$ cat src/sv/mme_pkg.sv
// ----------------------------------------------------------------------------
// mme_pkg
// Shared types, constants and the microcode table of the matrix multiply
// engine.
// ----------------------------------------------------------------------------
package mme_pkg;

  localparam int MAX_DIM_DEF = 8;

  localparam int DIM_W     = 4;   // configuration register width
  localparam int IDX_W     = 3;   // row / column index width
  localparam int POS_W     = 8;   // load position width
  localparam int ELEM_W    = 16;  // Q8.8 element
  localparam int PROD_W    = 32;  // Q16.16 product
  localparam int SUM_W     = 35;  // Q19.16 exact sum
  localparam int CFG_IDX_W = 2;

  localparam logic [DIM_W-1:0] DIM_RESET = DIM_W'(8);

  // Configuration register indexes
  localparam logic [CFG_IDX_W-1:0] REG_ROW_COUNT   = CFG_IDX_W'(0);
  localparam logic [CFG_IDX_W-1:0] REG_INNER_COUNT = CFG_IDX_W'(1);
  localparam logic [CFG_IDX_W-1:0] REG_COL_COUNT   = CFG_IDX_W'(2);

  // Microcode addresses
  typedef logic [3:0] step_t;
  localparam step_t S_IDLE     = 4'd0;
  localparam step_t S_ROW_CLR  = 4'd1;
  localparam step_t S_COL_CLR  = 4'd2;
  localparam step_t S_DOT_CLR  = 4'd3;
  localparam step_t S_MAC      = 4'd4;
  localparam step_t S_DRAIN0   = 4'd5;
  localparam step_t S_DRAIN1   = 4'd6;
  localparam step_t S_EMIT     = 4'd7;
  localparam step_t S_ROW_NEXT = 4'd8;
  localparam step_t S_DONE     = 4'd9;

  // Jump conditions: jump to target when true, else fall through
  typedef enum logic [2:0] {
    C_NEXT,      // never jump
    C_ALWAYS,
    C_NOT_DONE,  // load not finished in this cycle
    C_J_MORE,    // more inner products in this dot product
    C_K_MORE,    // more columns in this row
    C_I_MORE     // more rows
  } cond_t;

  typedef struct packed {
    cond_t cond;
    step_t target;
    logic  row_clr;   // i = 0, A row base = 0
    logic  col_clr;   // k = 0
    logic  dot_clr;   // j = 0, load read addresses, clear sum
    logic  rd;        // issue one read pair, advance j
    logic  emit;      // present sum, advance k
    logic  row_next;  // advance i and A row base
  } ucw_t;

  typedef struct packed {
    logic load_done;
    logic j_more;
    logic k_more;
    logic i_more;
  } stat_t;

  typedef struct packed {
    logic [DIM_W-1:0] rows;
    logic [DIM_W-1:0] inner;
    logic [DIM_W-1:0] cols;
  } dims_t;

  function automatic logic [DIM_W-1:0] clamp_dim(input logic [DIM_W-1:0] v,
                                                  input logic [DIM_W-1:0] maxd);
    logic [DIM_W-1:0] r;
    r = v;
    if (v == '0) r = DIM_W'(1);
    else if (v > maxd) r = maxd;
    return r;
  endfunction

  function automatic ucw_t ucode(input step_t s);
    ucw_t w;
    w = '{cond: C_NEXT, target: S_IDLE, default: 1'b0};
    case (s)
      S_IDLE: begin
        w.cond   = C_NOT_DONE;
        w.target = S_IDLE;
      end
      S_ROW_CLR:  w.row_clr = 1'b1;
      S_COL_CLR:  w.col_clr = 1'b1;
      S_DOT_CLR:  w.dot_clr = 1'b1;
      S_MAC: begin
        w.rd     = 1'b1;
        w.cond   = C_J_MORE;
        w.target = S_MAC;
      end
      S_DRAIN0:   w.cond = C_NEXT;
      S_DRAIN1:   w.cond = C_NEXT;
      S_EMIT: begin
        w.emit   = 1'b1;
        w.cond   = C_K_MORE;
        w.target = S_DOT_CLR;
      end
      S_ROW_NEXT: begin
        w.row_next = 1'b1;
        w.cond     = C_I_MORE;
        w.target   = S_COL_CLR;
      end
      S_DONE: begin
        w.cond   = C_ALWAYS;
        w.target = S_IDLE;
      end
      default: begin
        w.cond   = C_ALWAYS;
        w.target = S_IDLE;
      end
    endcase
    return w;
  endfunction

endpackage

$ cat src/sv/matrix_multiply_engine.sv
// ----------------------------------------------------------------------------
// matrix_multiply_engine
// C = A x B on signed Q8.8 elements, exact Q19.16 results, one shared MAC
// under a microcoded sequencer.
//
// Usage: write row_count, inner_count and col_count (index 0, 1, 2) through
// cfg_we / cfg_index / cfg_data while the block is idle; 0 acts as 1 and
// values above MAX_DIM act as MAX_DIM. Feed A row-major, then B row-major,
// one element per transaction on start / in_element_value; a transaction
// is taken when start is high and busy is low, one per cycle while loading.
// The transaction that delivers the last B element raises busy and starts
// the compute program. Results come out row-major, one per out_valid pulse,
// with row, column and a last marker on the final element.
// Compute time after the last element is set by the single MAC and its read,
// multiply and accumulate pipeline.
// The receiver cannot stall: each result is shown for exactly one cycle.
// Reset (synchronous, rst_n low) clears the load position, sequencer and
// output strobe and sets every dimension to 8; the stores are not cleared.
// ----------------------------------------------------------------------------
module matrix_multiply_engine
  import mme_pkg::*;
#(
  parameter int MAX_DIM = MAX_DIM_DEF
) (
  input  logic                     clk,
  input  logic                     rst_n,
  // element input
  input  logic                     start,
  output logic                     busy,
  input  logic signed [ELEM_W-1:0] in_element_value,
  // result output
  output logic                     out_valid,
  output logic signed [SUM_W-1:0]  out_product_value,
  output logic [IDX_W-1:0]         out_row,
  output logic [IDX_W-1:0]         out_col,
  output logic                     out_last_element,
  // configuration
  input  logic                     cfg_we,
  input  logic [CFG_IDX_W-1:0]     cfg_index,
  input  logic [DIM_W-1:0]         cfg_data
);

  logic [DIM_W-1:0] row_count_r, inner_count_r, col_count_r;
  logic [DIM_W-1:0] max_dim;
  dims_t            dims;
  ucw_t             ctrl;
  stat_t            stat;
  logic             accept;

  // Configuration registers; indexes past the list are dropped
  always_ff @(posedge clk) begin
    if (!rst_n) begin
      row_count_r   <= DIM_RESET;
      inner_count_r <= DIM_RESET;
      col_count_r   <= DIM_RESET;
    end else if (cfg_we) begin
      case (cfg_index)
        REG_ROW_COUNT:   row_count_r   <= cfg_data;
        REG_INNER_COUNT: inner_count_r <= cfg_data;
        REG_COL_COUNT:   col_count_r   <= cfg_data;
        default: ;
      endcase
    end
  end

  // Clamp dimensions into 1..MAX_DIM
  assign max_dim    = DIM_W'(MAX_DIM);
  assign dims.rows  = clamp_dim(row_count_r, max_dim);
  assign dims.inner = clamp_dim(inner_count_r, max_dim);
  assign dims.cols  = clamp_dim(col_count_r, max_dim);

  // An element transaction completes only while the sequencer idles
  assign accept = start && !busy;

  mme_seq u_seq (
    .clk  (clk),
    .rst_n(rst_n),
    .stat (stat),
    .ctrl (ctrl),
    .busy (busy)
  );

  mme_dp #(.MAX_DIM(MAX_DIM)) u_dp (
    .clk      (clk),
    .rst_n    (rst_n),
    .dims     (dims),
    .accept   (accept),
    .elem     (in_element_value),
    .ctrl     (ctrl),
    .stat     (stat),
    .res_valid(out_valid),
    .res_value(out_product_value),
    .res_row  (out_row),
    .res_col  (out_col),
    .res_last (out_last_element)
  );

endmodule

$ cat src/sv/mme_ram.sv
// ----------------------------------------------------------------------------
// mme_ram
// Generic single-write, single-read RAM with registered read data.
// ----------------------------------------------------------------------------
module mme_ram #(
  parameter int WIDTH = 16,
  parameter int DEPTH = 64,
  localparam int ADDR_W = (DEPTH > 1) ? $clog2(DEPTH) : 1
) (
  input  logic              clk,
  input  logic              we,
  input  logic [ADDR_W-1:0] waddr,
  input  logic [WIDTH-1:0]  wdata,
  input  logic [ADDR_W-1:0] raddr,
  output logic [WIDTH-1:0]  rdata
);

  logic [WIDTH-1:0] mem_r [DEPTH];
  logic [WIDTH-1:0] rdata_r;

  always_ff @(posedge clk) begin
    if (we) begin
      mem_r[waddr] <= wdata;
    end
    rdata_r <= mem_r[raddr];
  end

  assign rdata = rdata_r;

endmodule

$ cat src/sv/mme_seq.sv
// ----------------------------------------------------------------------------
// mme_seq
// Microcode sequencer: step counter, control word lookup, conditional jumps.
// ----------------------------------------------------------------------------
module mme_seq
  import mme_pkg::*;
(
  input  logic  clk,
  input  logic  rst_n,
  input  stat_t stat,
  output ucw_t  ctrl,
  output logic  busy
);

  step_t step_r, step_nxt;
  logic  take;

  assign ctrl = ucode(step_r);
  assign busy = (step_r != S_IDLE);

  always_comb begin
    case (ctrl.cond)
      C_NEXT:     take = 1'b0;
      C_ALWAYS:   take = 1'b1;
      C_NOT_DONE: take = !stat.load_done;
      C_J_MORE:   take = stat.j_more;
      C_K_MORE:   take = stat.k_more;
      C_I_MORE:   take = stat.i_more;
      default:    take = 1'b1;
    endcase
    step_nxt = take ? ctrl.target : step_t'(step_r + 4'd1);
  end

  always_ff @(posedge clk) begin
    if (!rst_n) begin
      step_r <= S_IDLE;
    end else begin
      step_r <= step_nxt;
    end
  end

endmodule

$ cat src/sv/mme_dp.sv
// ----------------------------------------------------------------------------
// mme_dp
// Datapath: load position, A and B stores, loop counters, read address
// generation, multiply-accumulate pipeline and result registers.
// ----------------------------------------------------------------------------
module mme_dp
  import mme_pkg::*;
#(
  parameter int MAX_DIM = MAX_DIM_DEF
) (
  input  logic                     clk,
  input  logic                     rst_n,
  input  dims_t                    dims,
  input  logic                     accept,
  input  logic signed [ELEM_W-1:0] elem,
  input  ucw_t                     ctrl,
  output stat_t                    stat,
  output logic                     res_valid,
  output logic signed [SUM_W-1:0]  res_value,
  output logic [IDX_W-1:0]         res_row,
  output logic [IDX_W-1:0]         res_col,
  output logic                     res_last
);

  localparam int DEPTH  = MAX_DIM * MAX_DIM;
  localparam int ADDR_W = (DEPTH > 1) ? $clog2(DEPTH) : 1;

  logic [POS_W-1:0]  pos_r, pos_nxt;
  logic [POS_W-1:0]  a_size, total;
  logic              in_a, done;

  logic [IDX_W-1:0]  i_r, j_r, k_r;
  logic [ADDR_W-1:0] a_base_r, a_addr_r, b_addr_r;

  logic [ELEM_W-1:0] a_rdata, b_rdata;
  logic              rd_vld_r, mul_vld_r;
  logic signed [PROD_W-1:0] mul_r;
  logic signed [SUM_W-1:0]  sum_r;

  logic                     out_valid_r;
  logic signed [SUM_W-1:0]  out_value_r;
  logic [IDX_W-1:0]         out_row_r, out_col_r;
  logic                     out_last_r;

  // Load bookkeeping
  assign a_size = POS_W'(dims.rows) * POS_W'(dims.inner);
  assign total  = a_size + (POS_W'(dims.inner) * POS_W'(dims.cols));
  assign in_a   = (pos_r < a_size);
  assign done   = accept && ((pos_r + POS_W'(1)) >= total);
  assign pos_nxt = done ? '0 : (pos_r + POS_W'(1));

  assign stat.load_done = done;
  assign stat.j_more = ({1'b0, j_r} + 4'd1) < dims.inner;
  assign stat.k_more = ({1'b0, k_r} + 4'd1) < dims.cols;
  assign stat.i_more = ({1'b0, i_r} + 4'd1) < dims.rows;

  mme_ram #(.WIDTH(ELEM_W), .DEPTH(DEPTH)) u_left (
    .clk  (clk),
    .we   (accept && in_a),
    .waddr(ADDR_W'(pos_r)),
    .wdata(elem),
    .raddr(a_addr_r),
    .rdata(a_rdata)
  );

  mme_ram #(.WIDTH(ELEM_W), .DEPTH(DEPTH)) u_right (
    .clk  (clk),
    .we   (accept && !in_a),
    .waddr(ADDR_W'(pos_r - a_size)),
    .wdata(elem),
    .raddr(b_addr_r),
    .rdata(b_rdata)
  );

  // Loop counters and read addresses
  always_ff @(posedge clk) begin
    if (ctrl.row_clr) begin
      i_r      <= '0;
      a_base_r <= '0;
    end else if (ctrl.row_next) begin
      i_r      <= i_r + IDX_W'(1);
      a_base_r <= a_base_r + ADDR_W'(dims.inner);
    end
    if (ctrl.col_clr) begin
      k_r <= '0;
    end else if (ctrl.emit) begin
      k_r <= k_r + IDX_W'(1);
    end
    if (ctrl.dot_clr) begin
      j_r      <= '0;
      a_addr_r <= a_base_r;
      b_addr_r <= ADDR_W'(k_r);
    end else if (ctrl.rd) begin
      j_r      <= j_r + IDX_W'(1);
      a_addr_r <= a_addr_r + ADDR_W'(1);
      b_addr_r <= b_addr_r + ADDR_W'(dims.cols);
    end
    mul_r <= $signed(a_rdata) * $signed(b_rdata);
    if (ctrl.emit) begin
      out_value_r <= sum_r;
      out_row_r   <= i_r;
      out_col_r   <= k_r;
      out_last_r  <= !stat.i_more && !stat.k_more;
    end
  end

  // Control registers and accumulator
  always_ff @(posedge clk) begin
    if (!rst_n) begin
      pos_r       <= '0;
      rd_vld_r    <= 1'b0;
      mul_vld_r   <= 1'b0;
      sum_r       <= '0;
      out_valid_r <= 1'b0;
    end else begin
      if (accept) begin
        pos_r <= pos_nxt;
      end
      rd_vld_r    <= ctrl.rd;
      mul_vld_r   <= rd_vld_r;
      out_valid_r <= ctrl.emit;
      if (ctrl.dot_clr) begin
        sum_r <= '0;
      end else if (mul_vld_r) begin
        sum_r <= sum_r + SUM_W'(mul_r);
      end
    end
  end

  assign res_valid = out_valid_r;
  assign res_value = out_value_r;
  assign res_row   = out_row_r;
  assign res_col   = out_col_r;
  assign res_last  = out_last_r;

endmodule

$ cat config.mk
export PLATFORM = sky130hd
export DESIGN_NAME = matrix_multiply_engine
export DESIGN_NICKNAME = d
export VERILOG_FILES = /design/src/sv/mme_pkg.sv /design/src/sv/matrix_multiply_engine.sv /design/src/sv/mme_ram.sv /design/src/sv/mme_seq.sv /design/src/sv/mme_dp.sv
export SDC_FILE = /design/constraint.sdc
export NUM_CORES = 2
export LEC_CHECK = 0
export CAP_MARGIN = 5
export CELL_PAD_IN_SITES_DETAIL_PLACEMENT = 0
export CELL_PAD_IN_SITES_GLOBAL_PLACEMENT = 1
export CORE_MARGIN = 5
export CORE_UTILIZATION = 36
export DETAILED_ROUTE_END_ITERATION = 12
export DONT_BUFFER_PORTS = 1
export PLACE_DENSITY_LB_ADDON = 0.08
export SETUP_SLACK_MARGIN = 0.02
export SLEW_MARGIN = 5
export SYNTH_ARGS = -nofsm -noshare
export SYNTH_HDL_FRONTEND = slang
export SYNTH_SLANG_ARGS = --single-unit
$ cat constraint.sdc
create_clock -name clk -period 7.7 [get_ports clk]
set_input_delay 0 -clock clk [delete_from_list [all_inputs] [get_ports clk]]
set_output_delay 0 -clock clk [all_outputs]
set_load 0.1 [all_outputs]
==> results.toml <==
[synth]
synth-edff-count = 2099
synth_top_area_share_pct = 64.5
ys.flop_type = "edfxtp_1"
yosysTopAreaCell = "edfxtp_1"
syn-cell-area_sq_mm = 0.0976
synthCells = 5088
ys_seq_elements = 2243
ys_warn_count = 0
syn_avg_cell_area_sq_um = 19.2
async_flop_share_pct = 0
ys_top_cells_by_area = "edfxtp_1, mux4_2, fa_1"
ys_seq_area_share_pct = 67.5
ys_types = 64
syn-num-nets = 5578

[worst_setup_path]
cp.required_ns = 8.44
rr_startpoint = "inner_count_r[3]"
critPathArrivalTime_ns = 7.81
regToRegSetupSlack_ns = 0.63
crit_fanout = 9
cp_slowest_cell = "xnor2_1"
worstSetupEndpointType = "flop"
critPathKind = "reg2reg"
worstReg2RegEnd = "u_seq.step_r[0]"
reg2reg_depth = 26
start_kind = "flop"
slowest_delay_ns = 0.62

[clocking]
clock_sinks = 2243
cts-root-buf = "clkbuf_16"
numCtsBuffers = 245
cts_max_level = 4
cts_tree = "yes"
insertion_delay_ns = 0.92
clkTransAtPathRegs_ns = 0.06
max-clock-path-buffers = 4

[hold_path]
hold_start = "start"
whs_path_depth = 4
min_to = "u_dp.pos_r[2]"
hp-class = "in2reg"

[placed_design]
port_buffers = 0
hpwl_mm = 159
gp_congestion = 0.762

[sta]
tns_ns = 0
timing.slew.headroom_pct = 24.0
setup_viol = 0
fmax_ghz = 0.141
max_slew.worst_pin.slew_ns = 1.14
slew_violations = 0
min_period_ns = 7.07
rsz0062_at_grt = "no"
fin_crit_sh_pct = 91.9
fin_skew_ns = 0.105
hold_viol_final = 0

[global_route]
grt_pass1_wl_mm = 372
grt_max_degree = 129
grt_util_all_layers_pct = 18.4
grt_overflow_total = 0
grt_pass1_vias = 49242
antenna_found_initial = 46

[layout]
final_common_cell = "edfxtp_1"
fillers = 23942
final_cell_mix = "edfxtp_1, mux4_2, inv_1"
layout.nets = 5840
area_growth_pct = 13.9
multi_input_area_sq_mm = 0.0297
drive_gt1_share_pct = 23.1
seq_area_sq_mm = 0.0659

[routing]
avgRoutedWirePerCell_microns = 28.5
drt-initial-drc-count = 4063
vias = 47443
viasPerCell = 5.20
routed_wl_mm = 260
dr.pass1.iters = 7
drc = 0
antenna_left = 0

[die]
core_area_sq_mm = 0.271
rows = 191
start_util_pct = 36.1
die_h_microns = 531
die_x_microns = 531
pin_count = 70
dieArea_sq_mm = 0.282

[outcome]
status = "finished, final reports clean"

[job]
maxCapViolCount = 0
[synthesized netlist by cell type, types with 28 or more instances]
cell type / instances
nand2b_1: 28
ha_1: 185
nand2_1: 224
nor2_1: 262
dfxtp_1: 144
o21ai_0: 47
a21oi_1: 84
mux2i_1: 44
mux4_2: 672
buf_1: 38
edfxtp_1: 2099
xor2_1: 41
a21o_1: 41
buf_2: 35
xnor2_1: 71
and2_1: 114
inv_1: 341
nand3_1: 29
fa_1: 279
clkbuf_1: 121
[worst max-delay path: cells and delay by family (launching register included)]
kind / cells / cell delay [ns]
AO/OA/AOI/OAI: 6 / 1.15
AND/OR/NAND/NOR: 5 / 1.07
XOR/XNOR: 3 / 0.90
buffers and inverters: 5 / 0.69
multiplexers: 1 / 0.22
adder cells (fa/ha/maj): 6 / 2.52
flip-flops: 1 / 0.41
[registers in the layout, indices dropped and copies added, names as in the netlist, 8 cells and up]
signal / flops
u_dp.u_left.mem_r: 1024
u_dp.u_right.mem_r: 1024
u_dp.res_value: 35
u_dp.sum_r: 35
u_dp.mul_r: 32
u_dp.u_left.rdata: 16
u_dp.u_right.rdata: 16
u_dp.pos_r: 8
[logic make-up after synthesis]
logic type | count (synthesis) | synth area share [%]
compound gates | 268 | 1.76
xor+xnor | 112 | 1.00
fa+ha+maj | 464 | 8.09
buf+inv | 560 | 2.31
flops | 2243 | 67.5
mux | 716 | 16.0
simple gates | 725 | 3.38
[routing by layer]
| layer | global-route usage, % | vias up | wire length [microns] |
|---|---|---|---|
| li1 | - | 20363 | - |
| met1 | 27.9 | 25533 | 122000 |
| met2 | 27.5 | 1211 | 116000 |
| met3 | 3.38 | 332 | 15700 |
| met4 | 4.60 | 4 | 6530 |
| met5 | 0 | - | 27 |
[through the flow]
stage               std cells  setup WS (ns)  instance area, sq um  utilization (%)  hold slack [ns]
detailed placement       8619          0.552                103000             38.0            0.109
global placement         8619          0.569                103000             38.0            0.111
finish                   9129          0.625                111000             41.1            0.147
floorplan                5088           1.80                 97600                -           0.0989
global route             9118          0.122                111000             41.1           0.0938
CTS                      9113          0.530                111000             41.1           0.0570
[how the worst max path moves through the flow]
stage | start | endpoint | slack [ns] | cells past startpoint
floorplan | u_dp.u_left.rdata[12] | u_dp.mul_r[30] | 1.80 | 22
global placement | inner_count_r[3] | u_seq.step_r[0] | 0.57 | 26
detailed placement | inner_count_r[3] | u_seq.step_r[0] | 0.55 | 26
CTS | inner_count_r[3] | u_seq.step_r[0] | 0.53 | 26
global route | inner_count_r[3] | u_seq.step_r[0] | 0.12 | 26
finish | inner_count_r[3] | u_seq.step_r[0] | 0.63 | 26
[repair_timing]
item                                     CTS  global route
setup buffers                              0             0
hold endpoints to repair                2110             0
endpoints found under the setup margin     0             0
resized for setup                          0             0
hold buffers                              54             0
[cell type report]
class                           instances  share of cell area, %
Sequential cell                      2243                   59.3
Multi-Input combinational cell       2285                   26.7
Clock buffer                          299                   5.72
Tap cell                             3570                   4.02
Timing Repair Buffer                  231                   2.05
Inverter                              344                   1.16
Clock inverter                        141                   1.09
Antenna cell                           16                 0.0360
Power is left out: the tool's default activity adds up to more than one toggle a clock period on the data nets, which glitch-free logic cannot reach.
